[src/hcs_pkg.sv]
// Shared types and constants of the heater and cutter sequencer.
package hcs_pkg;

  localparam int TempWidth  = 13;
  localparam int LevelWidth = 12;
  localparam int BandWidth  = 10;
  localparam int TickWidth  = 10;
  localparam int ModeWidth  = 3;
  localparam int CfgIdxWidth = 3;

  localparam logic [CfgIdxWidth-1:0] CFG_TARGET_TEMP      = 3'd0;
  localparam logic [CfgIdxWidth-1:0] CFG_HYSTERESIS_BAND  = 3'd1;
  localparam logic [CfgIdxWidth-1:0] CFG_MAX_SAFE_TEMP    = 3'd2;
  localparam logic [CfgIdxWidth-1:0] CFG_RESUME_TEMP      = 3'd3;
  localparam logic [CfgIdxWidth-1:0] CFG_FEED_SPEED_SET   = 3'd4;
  localparam logic [CfgIdxWidth-1:0] CFG_CUTTER_SPEED_SET = 3'd5;
  localparam logic [CfgIdxWidth-1:0] CFG_PAUSE_TICKS      = 3'd6;
  localparam logic [CfgIdxWidth-1:0] CFG_CUT_PHASE_TICKS  = 3'd7;

  typedef struct packed {
    logic signed [TempWidth-1:0] temperature;
    logic                        start_pressed;
    logic                        beam_blocked;
  } in_t;

  typedef struct packed {
    logic [ModeWidth-1:0]  mode_code;
    logic                  heater_on;
    logic                  feed_run;
    logic [LevelWidth-1:0] feed_speed;
    logic                  cutter_run;
    logic                  cutter_reverse;
    logic [LevelWidth-1:0] cutter_speed;
  } out_t;

  typedef struct packed {
    logic [LevelWidth-1:0] target_temp;
    logic [BandWidth-1:0]  hysteresis_band;
    logic [LevelWidth-1:0] max_safe_temp;
    logic [LevelWidth-1:0] resume_temp;
    logic [LevelWidth-1:0] feed_speed_set;
    logic [LevelWidth-1:0] cutter_speed_set;
    logic [TickWidth-1:0]  pause_ticks;
    logic [TickWidth-1:0]  cut_phase_ticks;
  } cfg_t;

endpackage

[src/hcs_cfg_regs.sv]
// Configuration register file of the heater and cutter sequencer.
module hcs_cfg_regs (
  input  logic                               clk_i,
  input  logic                               rst_ni,
  input  logic                               wr_en_i,
  input  logic [hcs_pkg::CfgIdxWidth-1:0]    wr_index_i,
  input  logic [hcs_pkg::LevelWidth-1:0]     wr_data_i,
  output hcs_pkg::cfg_t                      cfg_o
);
  import hcs_pkg::*;

  cfg_t cfg_q;

  always_ff @(posedge clk_i or negedge rst_ni) begin
    if (!rst_ni) begin
      cfg_q.target_temp      <= 12'd1800;
      cfg_q.hysteresis_band  <= 10'd50;
      cfg_q.max_safe_temp    <= 12'd2200;
      cfg_q.resume_temp      <= 12'd1000;
      cfg_q.feed_speed_set   <= 12'd1000;
      cfg_q.cutter_speed_set <= 12'd800;
      cfg_q.pause_ticks      <= 10'd5;
      cfg_q.cut_phase_ticks  <= 10'd10;
    end else if (wr_en_i) begin
      case (wr_index_i)
        CFG_TARGET_TEMP:      cfg_q.target_temp      <= wr_data_i;
        CFG_HYSTERESIS_BAND:  cfg_q.hysteresis_band  <= wr_data_i[BandWidth-1:0];
        CFG_MAX_SAFE_TEMP:    cfg_q.max_safe_temp    <= wr_data_i;
        CFG_RESUME_TEMP:      cfg_q.resume_temp      <= wr_data_i;
        CFG_FEED_SPEED_SET:   cfg_q.feed_speed_set   <= wr_data_i;
        CFG_CUTTER_SPEED_SET: cfg_q.cutter_speed_set <= wr_data_i;
        CFG_PAUSE_TICKS:      cfg_q.pause_ticks      <= wr_data_i[TickWidth-1:0];
        CFG_CUT_PHASE_TICKS:  cfg_q.cut_phase_ticks  <= wr_data_i[TickWidth-1:0];
        default: ;
      endcase
    end
  end

  assign cfg_o = cfg_q;

endmodule

[src/hcs_ctrl.sv]
// Mode state machine and drive state of the sequencer, advanced once per item.
module hcs_ctrl #(
  parameter int COUNT_WIDTH = 10
) (
  input  logic          clk_i,
  input  logic          rst_ni,
  input  logic          step_i,
  input  hcs_pkg::in_t  item_i,
  input  hcs_pkg::cfg_t cfg_i,
  output hcs_pkg::out_t res_o
);
  import hcs_pkg::*;

  localparam int LimWidth = (COUNT_WIDTH > TickWidth) ? COUNT_WIDTH : TickWidth;
  localparam int CmpWidth = TempWidth + 1;

  typedef enum logic [ModeWidth-1:0] {
    MODE_HEATING  = 3'd0,
    MODE_READY    = 3'd1,
    MODE_ROLLING  = 3'd2,
    MODE_PAUSE    = 3'd3,
    MODE_CUTTING  = 3'd4,
    MODE_OVERHEAT = 3'd5
  } mode_e;

  mode_e                  mode_q, mode_d;
  logic                   heater_q, heater_d;
  logic                   feed_q, feed_d;
  logic                   cut_en_q, cut_en_d;
  logic                   dir_q, dir_d;
  logic                   upstroke_q, upstroke_d;
  logic [COUNT_WIDTH-1:0] tick_q, tick_d;

  logic signed [CmpWidth-1:0] temp_s, tgt_s, low_s, max_s, resume_s;
  logic                       hot;
  logic [COUNT_WIDTH-1:0]     tick_inc;
  logic [LimWidth-1:0]        tick_inc_ext, count_max_ext;
  logic [LimWidth-1:0]        pause_lim, cut_lim, pause_ext, cut_ext;

  always_comb begin
    temp_s   = CmpWidth'(item_i.temperature);
    tgt_s    = $signed({2'b00, cfg_i.target_temp});
    low_s    = tgt_s - $signed({4'b0000, cfg_i.hysteresis_band});
    max_s    = $signed({2'b00, cfg_i.max_safe_temp});
    resume_s = $signed({2'b00, cfg_i.resume_temp});
    hot      = temp_s >= max_s;

    tick_inc      = (tick_q == {COUNT_WIDTH{1'b1}}) ? tick_q : tick_q + COUNT_WIDTH'(1);
    tick_inc_ext  = LimWidth'(tick_inc);
    count_max_ext = LimWidth'({COUNT_WIDTH{1'b1}});
    pause_ext     = LimWidth'(cfg_i.pause_ticks);
    cut_ext       = LimWidth'(cfg_i.cut_phase_ticks);

    if (pause_ext == '0) begin
      pause_lim = LimWidth'(1);
    end else if (pause_ext > count_max_ext) begin
      pause_lim = count_max_ext;
    end else begin
      pause_lim = pause_ext;
    end
    if (cut_ext == '0) begin
      cut_lim = LimWidth'(1);
    end else if (cut_ext > count_max_ext) begin
      cut_lim = count_max_ext;
    end else begin
      cut_lim = cut_ext;
    end
  end

  always_comb begin
    mode_d     = mode_q;
    heater_d   = heater_q;
    feed_d     = feed_q;
    cut_en_d   = cut_en_q;
    dir_d      = dir_q;
    upstroke_d = upstroke_q;
    tick_d     = tick_q;
    case (mode_q)
      MODE_READY: begin
        if (temp_s < low_s) begin
          heater_d = 1'b1;
        end else if (temp_s > tgt_s) begin
          heater_d = 1'b0;
        end
        if (hot) begin
          mode_d = MODE_OVERHEAT;
        end else if (item_i.start_pressed) begin
          mode_d = MODE_ROLLING;
        end
      end
      MODE_ROLLING: begin
        feed_d   = 1'b1;
        cut_en_d = 1'b0;
        dir_d    = 1'b0;
        if (hot) begin
          feed_d = 1'b0;
          mode_d = MODE_OVERHEAT;
        end else if (item_i.beam_blocked) begin
          mode_d = MODE_PAUSE;
          tick_d = '0;
        end
      end
      MODE_PAUSE: begin
        feed_d   = 1'b0;
        cut_en_d = 1'b0;
        dir_d    = 1'b0;
        tick_d   = tick_inc;
        if (tick_inc_ext >= pause_lim) begin
          tick_d     = '0;
          upstroke_d = 1'b0;
          mode_d     = MODE_CUTTING;
        end
      end
      MODE_CUTTING: begin
        feed_d   = 1'b0;
        cut_en_d = 1'b1;
        dir_d    = upstroke_q;
        tick_d   = tick_inc;
        if (tick_inc_ext >= cut_lim) begin
          tick_d = '0;
          if (upstroke_q) begin
            upstroke_d = 1'b0;
            mode_d     = MODE_ROLLING;
          end else begin
            upstroke_d = 1'b1;
          end
        end
      end
      MODE_OVERHEAT: begin
        heater_d   = 1'b0;
        feed_d     = 1'b0;
        cut_en_d   = 1'b0;
        dir_d      = 1'b0;
        upstroke_d = 1'b0;
        tick_d     = '0;
        if (temp_s < resume_s) begin
          mode_d = MODE_HEATING;
        end
      end
      default: begin
        mode_d   = MODE_HEATING;
        heater_d = 1'b1;
        if (hot) begin
          mode_d = MODE_OVERHEAT;
        end else if (temp_s >= tgt_s) begin
          mode_d = MODE_READY;
        end
      end
    endcase
  end

  always_ff @(posedge clk_i or negedge rst_ni) begin
    if (!rst_ni) begin
      mode_q     <= MODE_HEATING;
      heater_q   <= 1'b0;
      feed_q     <= 1'b0;
      cut_en_q   <= 1'b0;
      dir_q      <= 1'b0;
      upstroke_q <= 1'b0;
      tick_q     <= '0;
    end else if (step_i) begin
      mode_q     <= mode_d;
      heater_q   <= heater_d;
      feed_q     <= feed_d;
      cut_en_q   <= cut_en_d;
      dir_q      <= dir_d;
      upstroke_q <= upstroke_d;
      tick_q     <= tick_d;
    end
  end

  always_comb begin
    res_o.mode_code      = mode_d;
    res_o.heater_on      = heater_d;
    res_o.feed_run       = feed_d;
    res_o.feed_speed     = feed_d ? cfg_i.feed_speed_set : '0;
    res_o.cutter_run     = cut_en_d;
    res_o.cutter_reverse = cut_en_d & dir_d;
    res_o.cutter_speed   = cut_en_d ? cfg_i.cutter_speed_set : '0;
  end

endmodule

[src/heater_and_cutter_sequencer.sv]
// Top level of the heater and cutter sequencer: item pipeline and ports.
//
// Each input item is one control tick: a temperature sample in tenths of a
// degree, the start button level and the beam-breaker level. Each item gives
// exactly one result item with the mode code and the heater, feed and cutter
// drives that hold after the tick.
// An accepted item sits in the input register while the next state is worked
// out; once the output register is free, the state machine advances and the
// result is written to the output register, from which it is offered. One
// item is taken per cycle while the receiver does not stall; the rate is set
// by the single state update per item.
// When the receiver stalls, the result register holds its item and the input
// register holds the next one; input ready drops only when both are full.
// Configuration writes are taken in every cycle and must be made while no item
// is in flight.
// Reset clears the valid flags of both registers, puts the block in heating
// with all drives off and loads the default configuration values.
module heater_and_cutter_sequencer #(
  parameter int COUNT_WIDTH = 10
) (
  input  logic                            clk_i,
  input  logic                            rst_ni,
  input  logic                            in_valid_i,
  output logic                            in_ready_o,
  input  hcs_pkg::in_t                    in_data_i,
  output logic                            out_valid_o,
  input  logic                            out_ready_i,
  output hcs_pkg::out_t                   out_data_o,
  input  logic                            cfg_valid_i,
  output logic                            cfg_ready_o,
  input  logic [hcs_pkg::CfgIdxWidth-1:0] cfg_index_i,
  input  logic [hcs_pkg::LevelWidth-1:0]  cfg_data_i
);
  import hcs_pkg::*;

  logic  in_valid_q;
  in_t   in_data_q;
  logic  out_valid_q;
  out_t  out_data_q;
  logic  step;
  logic  out_free;
  cfg_t  cfg;
  out_t  res;

  assign out_free    = !out_valid_q || out_ready_i;
  assign step        = in_valid_q && out_free;
  assign in_ready_o  = !in_valid_q || out_free;
  assign cfg_ready_o = 1'b1;

  hcs_cfg_regs u_cfg (
    .clk_i      (clk_i),
    .rst_ni     (rst_ni),
    .wr_en_i    (cfg_valid_i),
    .wr_index_i (cfg_index_i),
    .wr_data_i  (cfg_data_i),
    .cfg_o      (cfg)
  );

  hcs_ctrl #(
    .COUNT_WIDTH (COUNT_WIDTH)
  ) u_ctrl (
    .clk_i  (clk_i),
    .rst_ni (rst_ni),
    .step_i (step),
    .item_i (in_data_q),
    .cfg_i  (cfg),
    .res_o  (res)
  );

  always_ff @(posedge clk_i or negedge rst_ni) begin
    if (!rst_ni) begin
      in_valid_q  <= 1'b0;
      out_valid_q <= 1'b0;
    end else begin
      if (in_ready_o) begin
        in_valid_q <= in_valid_i;
      end
      if (out_free) begin
        out_valid_q <= in_valid_q;
      end
    end
  end

  always_ff @(posedge clk_i) begin
    if (in_valid_i && in_ready_o) begin
      in_data_q <= in_data_i;
    end
    if (step) begin
      out_data_q <= res;
    end
  end

  assign out_valid_o = out_valid_q;
  assign out_data_o  = out_data_q;

  a_feed_speed_zero : assert property (@(posedge clk_i) disable iff (!rst_ni)
    out_valid_o && !out_data_o.feed_run |-> out_data_o.feed_speed == '0)
    else $error("feed speed nonzero while feed is stopped");

  a_cutter_idle : assert property (@(posedge clk_i) disable iff (!rst_ni)
    out_valid_o && !out_data_o.cutter_run |->
      !out_data_o.cutter_reverse && out_data_o.cutter_speed == '0)
    else $error("cutter drive active while cutter is stopped");

  a_no_feed_and_cut : assert property (@(posedge clk_i) disable iff (!rst_ni)
    out_valid_o |-> !(out_data_o.feed_run && out_data_o.cutter_run))
    else $error("feed and cutter run together");

  a_item_advances : assert property (@(posedge clk_i) disable iff (!rst_ni)
    in_valid_q && !out_valid_q |=> out_valid_o)
    else $error("held item did not reach the output register");

endmodule
[config.mk]
export PLATFORM = sky130hd
export DESIGN_NAME = heater_and_cutter_sequencer
export DESIGN_NICKNAME = d
export VERILOG_FILES = /design/src/hcs_pkg.sv /design/src/hcs_cfg_regs.sv /design/src/hcs_ctrl.sv /design/src/heater_and_cutter_sequencer.sv
export SDC_FILE = /design/constraint.sdc
export NUM_CORES = 1
export LEC_CHECK = 0
export ABC_AREA = 1
export BUFFER_PORTS_ARGS = -buffer_cell sky130_fd_sc_hd__buf_4
export CAP_MARGIN = 20
export CORE_UTILIZATION = 45
export DETAILED_ROUTE_END_ITERATION = 8
export SLEW_MARGIN = 20
export SYNTH_ARGS = -nofsm -noshare
export SYNTH_HDL_FRONTEND = slang
export SYNTH_SLANG_ARGS = --single-unit
[constraint.sdc]
create_clock -name clk_i -period 3.6 [get_ports clk_i]
set_input_delay 0.72 -clock clk_i [delete_from_list [all_inputs] [get_ports clk_i]]
set_output_delay 0.72 -clock clk_i [all_outputs]
set_load 0.02 [all_outputs]
; After elaboration in Yosys (flattened, before gate mapping)
; Cells that the tools add are included.
[totals]
regBits = 156
in_bits = 35
output_inout_bits = 34
[classes]
add_sub_neg = 2
magnitude_cmp = 9
n_eq_ne = 17
n_mux = 32
bitwise_logic = 1
reduce_logical = 24
[ops]
columns = operator, count
row1 = 2-to-1 mux 10 bit, 9
row2 = one-hot mux 10 bit (4 select lines), 1
row3 = 2-to-1 mux 3 bit, 9
row4 = >= comparator 13 bit, 2
row5 = < comparator 13 bit, 2
row6 = >= comparator 10 bit, 2
row7 = "greater-than comparator 10 bit, second input constant", 2
row8 = logical NOT 10 bit, 2
row9 = "equality test 3 bit, second input constant", 6
row10 = AND reduction 2 bit, 8
row11 = one-hot mux 3 bit (5 select lines), 1
row12 = greater-than comparator 13 bit, 1
row13 = subtractor 12 x 10 -> 13 bit, 1
row14 = "equality test 3 x 2 -> 1 bit, second input constant", 4
row15 = "adder 10 x 1 -> 10 bit, second input constant", 1
row16 = "equality test 10 bit, second input constant", 1
row17 = OR reduction 3 bit, 3
row18 = AND reduction 4 bit, 2
row19 = 2-to-1 mux 1 bit, 7
row20 = "equality test 3 x 1 -> 1 bit, second input constant", 2
row21 = one-hot mux 1 bit (2 select lines), 3
row22 = one-hot mux 1 bit (3 select lines), 2
row23 = "!= test 2 x 1 -> 1 bit, second input constant", 2
row24 = "!= test 2 bit, second input constant", 2
row25 = other kinds (7), 10

; Depth between registers and ports, before layout
[logic_depth]
word_depth = 6
depth_mapped = 23

; Cells and area by module
; A second synthesis with hierarchy kept.
[unflattened]
hier_cells = 1085
hier_area_um2 = 8857.2
[by_module_without_submodules]
columns = mod, instances, cells_per_inst, area_per_inst_um2, seq_area_each_um2
row1 = hcs_ctrl, 1, 612, 3747.3, 450.4
row2 = hcs_cfg_regs, 1, 413, 3622.2, 2289.7
row3 = heater_and_cutter_sequencer, 1, 60, 1487.7, 1431.4

; Worst setup path before layout
; OpenSTA, ideal clock, no wires.
[synth_path]
kind = reg-to-reg
startpoint = reg u_cfg.cfg_q (netlist bit u_cfg.cfg_o[69])
endpoint = reg out_data_q (netlist bit out_data_o[27]) (data pin)
t_arrival_ns = 2.692
required_ns = 3.339
path_slack_ns = 0.647
stages_incl_launch_ff = 18
period_less_slack_ns = 2.953
cell_sequence = dfstp_2 inv_1 fa_1 a31oi_1 o21ai_0 a31oi_1 xor2_1 ha_1 nand2_1 inv_1 o21ai_0 nand2_1 a21oi_1 nand2_1 nand2_1 nand3_1 nand2_1 nand2_1
[synth_rtl]
columns = item, line_no
row1 = "start, declared", hcs_cfg_regs.sv:12  ; cfg_t cfg_q;
row2 = "end signal, assigned", heater_and_cutter_sequencer.sv:89  ; out_data_q <= res;
row3 = "end, declared", heater_and_cutter_sequencer.sv:39  ; out_t out_data_q;

==> flow_summary.yaml <==
layout:
  instances_no_fill: 1308
  layout_common_cells: "244 x nand2_1, 170 x inv_1, 108 x o21ai_0"
  finish.utilization: 0.5286
  layout_commonest_cell: "nand2_1"
  nNetsFinal: 1175
  drive_gt1_frac: 0.1425
  area_growth_pct: 15.16
  antennaDiodeCount: 0
power_and_ir_drop:
  total_power_mw: 6.197
  seqPwrFrac: 0.399
  clkPwrFrac: 0.282
  powerDensity_nw_per_um2: 628.8
  max-vdd-ir-drop_uv: 376.9
  p_switching_mw: 2.234
  p_int_mw: 3.963
  combPwrFrac: 0.319
  p_leak_nw: 4.865
  power.share.switching: 0.3606
routing:
  wl_um: 19370
  via_count: 6388
  drtIter0Drc: 352
  ant_nets: 0
  first_pass_iters: 5
  via_per_inst: 4.884
  wl_per_cell_um: 14.81
  drc: 0
synthesis:
  synth_area_leaders: "dfrtp_1 23%, edfxtp_1 16%, ha_1 11%, nand2_1 11%, dfstp_2 9.2%"
  synthSimpleGateAreaFrac: 0.1883
  ys_types: 44
  synth.avg_cell_area_um2: 8.609
  synth_fp_nets: 1108
  netlist_instances: 994
  synth-seq-cells: 156
  synth_area_um2: 8557
  synth_top_family_by_area: "simple AND/OR/NAND/NOR gates"
  yosysWarningCount: 0
  synth_mux_area_frac: 0
  yosys.area.top_type: "dfrtp_1"
  synth-compound-area-share: 0.1025
  synth_xor_area_frac: 0.01535
  synth-seq-area-share: 0.4875
  synthAdderAreaFrac: 0.1164
  synth_top_cell_area_share: 0.2340
worst_setup_path:
  cp_max_fo: 3
  cp-start-kind: "register"
  path_cells: "inv_1 > ha_1 > inv_1 > fa_1 > a31oi_2 > o21ai_1 > a31oi_1 > xor2_1 > ha_1 > nand2_1 > inv_1 > o21ai_0 > nand2_1 > a21oi_2 > nand2_1 > nand2_1 > nand3_1 > nand2_1 > nand2_1"
  cp.required_ns: 3.78
  slowest_delay_ns: 0.41
  cp_slowest_cell: "dfrtp_1"
  crit_arrival_ns: 3.42
  crit_path_frequent_cell: "nand2_1"
  crit_type: "register to register"
  end_kind: "register"
timing:
  tightestPinTransition_ns: 0.8804
  max_clock_freq_ghz: 0.3091
  hold_violations: 0
  maxSlewViolCount: 0
  max_slew_margin: 0.4114
  setup_viol: 0
  min_period_over_period: 0.8987
  layout_min_cycle_time_ns: 3.235
  clock_skew_ns: 0.01133
global_routing:
  gr-total-overflow: 0
  grt_pass1_vias: 6212
  grt_usage: 0.2165
  antenna_found_initial: 0
  grt_max_degree: 58
  grt_pass1_wl_um: 32000
cts:
  clk_path_buf_depth: 2
  cts_tree: "yes"
  root_buffer: "clkbuf_16"
  clkSlewWorstSetupHoldPaths_ns: 0.07
  cts_buffers: 17
  htreeDepth: 4
  clk_latency_ns: 0.44
  clkSinkCount: 156
die:
  coreArea_um2: 18640
  fp-row-count: 50
  initial_core_util: 0.4590
  floorplan.die_area_um2: 19570
  die_h_um: 139.9
  fp.dieW_um: 139.9
  io_pins: 69
flow_run:
  drv_cap: 0
placed_design:
  dpl.cell_count: 1275
  io_buffers: 67
  hpwl_um: 13930
  gp_congestion: 0.8621
worst_hold_path:
  hold_path.class: "input port to async pin"
status:
  status: "completed"
routing by layer:
metal / GRT usage / part of all wire / vias up / wire, um
met5: 0 / 0 / - / 0
met4: 0.08213 / 0.020 / 0 / 378
met3: 0.03761 / 0.033 / 28 / 648
met2: 0.3461 / 0.46 / 93 / 8823
met1: 0.2947 / 0.49 / 2924 / 9522
li1: - / - / 3343 / -
critical path, delay by kind of cell, from the launching register on:
| family | cells | cell delay [ns] |
|---|---|---|
| compound gates | 5 | 0.88 |
| xor+xnor | 1 | 0.18 |
| fa+ha+maj | 3 | 0.81 |
| buf+inv | 3 | 0.17 |
| flops | 1 | 0.41 |
| simple gates | 7 | 0.52 |
flip-flops by register name (all words and copies together) (netlist names):
| register | flops |
|---|---|
| u_ctrl.dir_q | 1 |
| u_ctrl.cut_en_q | 1 |
| u_ctrl.upstroke_q | 1 |
| u_ctrl.tick_q | 10 |
| out_valid_o | 1 |
| u_ctrl.mode_q | 3 |
| u_ctrl.heater_q | 1 |
| out_data_o | 31 |
| in_data_q | 15 |
| in_valid_q | 1 |
| u_cfg.cfg_o | 90 |
| u_ctrl.feed_q | 1 |
through the flow:
stage / hold WS [ns] / setup TNS [ns] / setup WS (ns) / instance area [um2]
after detailed placement: 0.4736 / 0 / 0.1975 / 9271
after global routing: 0.4066 / -0.01318 / -0.01318 / 9854
after floorplan: 0.4244 / 0 / 0.6474 / 8557
final: 0.3407 / 0 / 0.3647 / 9854
after global placement: 0.4672 / 0 / 0.1373 / 9271
after CTS: 0.3660 / 0 / 0.1788 / 9834
cells by family (layout without fill, tap and decap cells):
group                      Yosys count  after routing
AOI/OAI and AO/OA                  165            165
xor gates and xnor gates            15             15
adders and majority gates           79             79
buffers and inverters              196            276
DFF                                156            156
other                                1              1
and+or+nand+nor                    382            382
area by class of cell:
cell class                      count  area [um2]
Inverter                          173       649.4
Timing Repair Buffer               71       545.5
Multi-Input combinational cell    642        3632
Clock inverter                     15       137.6
Clock buffer                       17       425.4
Tap cell                          234       292.8
Fill cell                        1759        8788
Sequential cell                   156        4172
power groups by stage:
stage	registers, mW	logic (mW)	clock network [mW]
finish	2.47	1.98	1.75
global route	2.52	2.29	1.84
CTS	2.48	1.97	1.78
detailed placement	2.51	1.96	0
global placement	2.50	1.94	0
floorplan	2.56	1.34	0
worst paths after layout:
kind / from / to / slack [ns] / cells past startpoint
worst max-delay path: u_cfg.cfg_o[78] / out_data_o[27] / 0.36 / 19
worst min-delay path: rst_ni / u_cfg.cfg_o[45] / 0.34 / 1
worst max register to register: u_cfg.cfg_o[78] / out_data_o[27] / 0.36 / 19
worst min register to register: u_cfg.cfg_o[32] / u_cfg.cfg_o[32] / 0.48 / 2
max in group asynchronous: rst_ni / u_cfg.cfg_o[63] / 2.43 / 2
min in group clk_i: in_data_i[4] / in_data_q[4] / 0.45 / 1
synthesized netlist by cell type (all sizes together):
cell	instances
nand2	250
inv	172
o21ai	112
dfrtp	80
ha	78
nor2	71
edfxtp	46
nand3	36
a21oi	32
dfstp	30
clkbuf	16
xor2	13
nand4	11
nor3	9
buf	7
o31ai	7
o21bai	3
a31oi	2
o211ai	2
o21a	2
o41ai	2
or2	2
xnor2	2
a211oi	1
a21o	1
clkinv	1
conb	1
fa	1
nand3b	1
nor2b	1
nor4	1
o22ai	1
what timing repair did:
action                     4_1_cts  5_1_grt
setup endpoints to repair        0        5
resized for setup                0        5
hold buffers                     0        0
setup buffers                    0        1
Note: power is estimated with default switching activity, not from simulation.
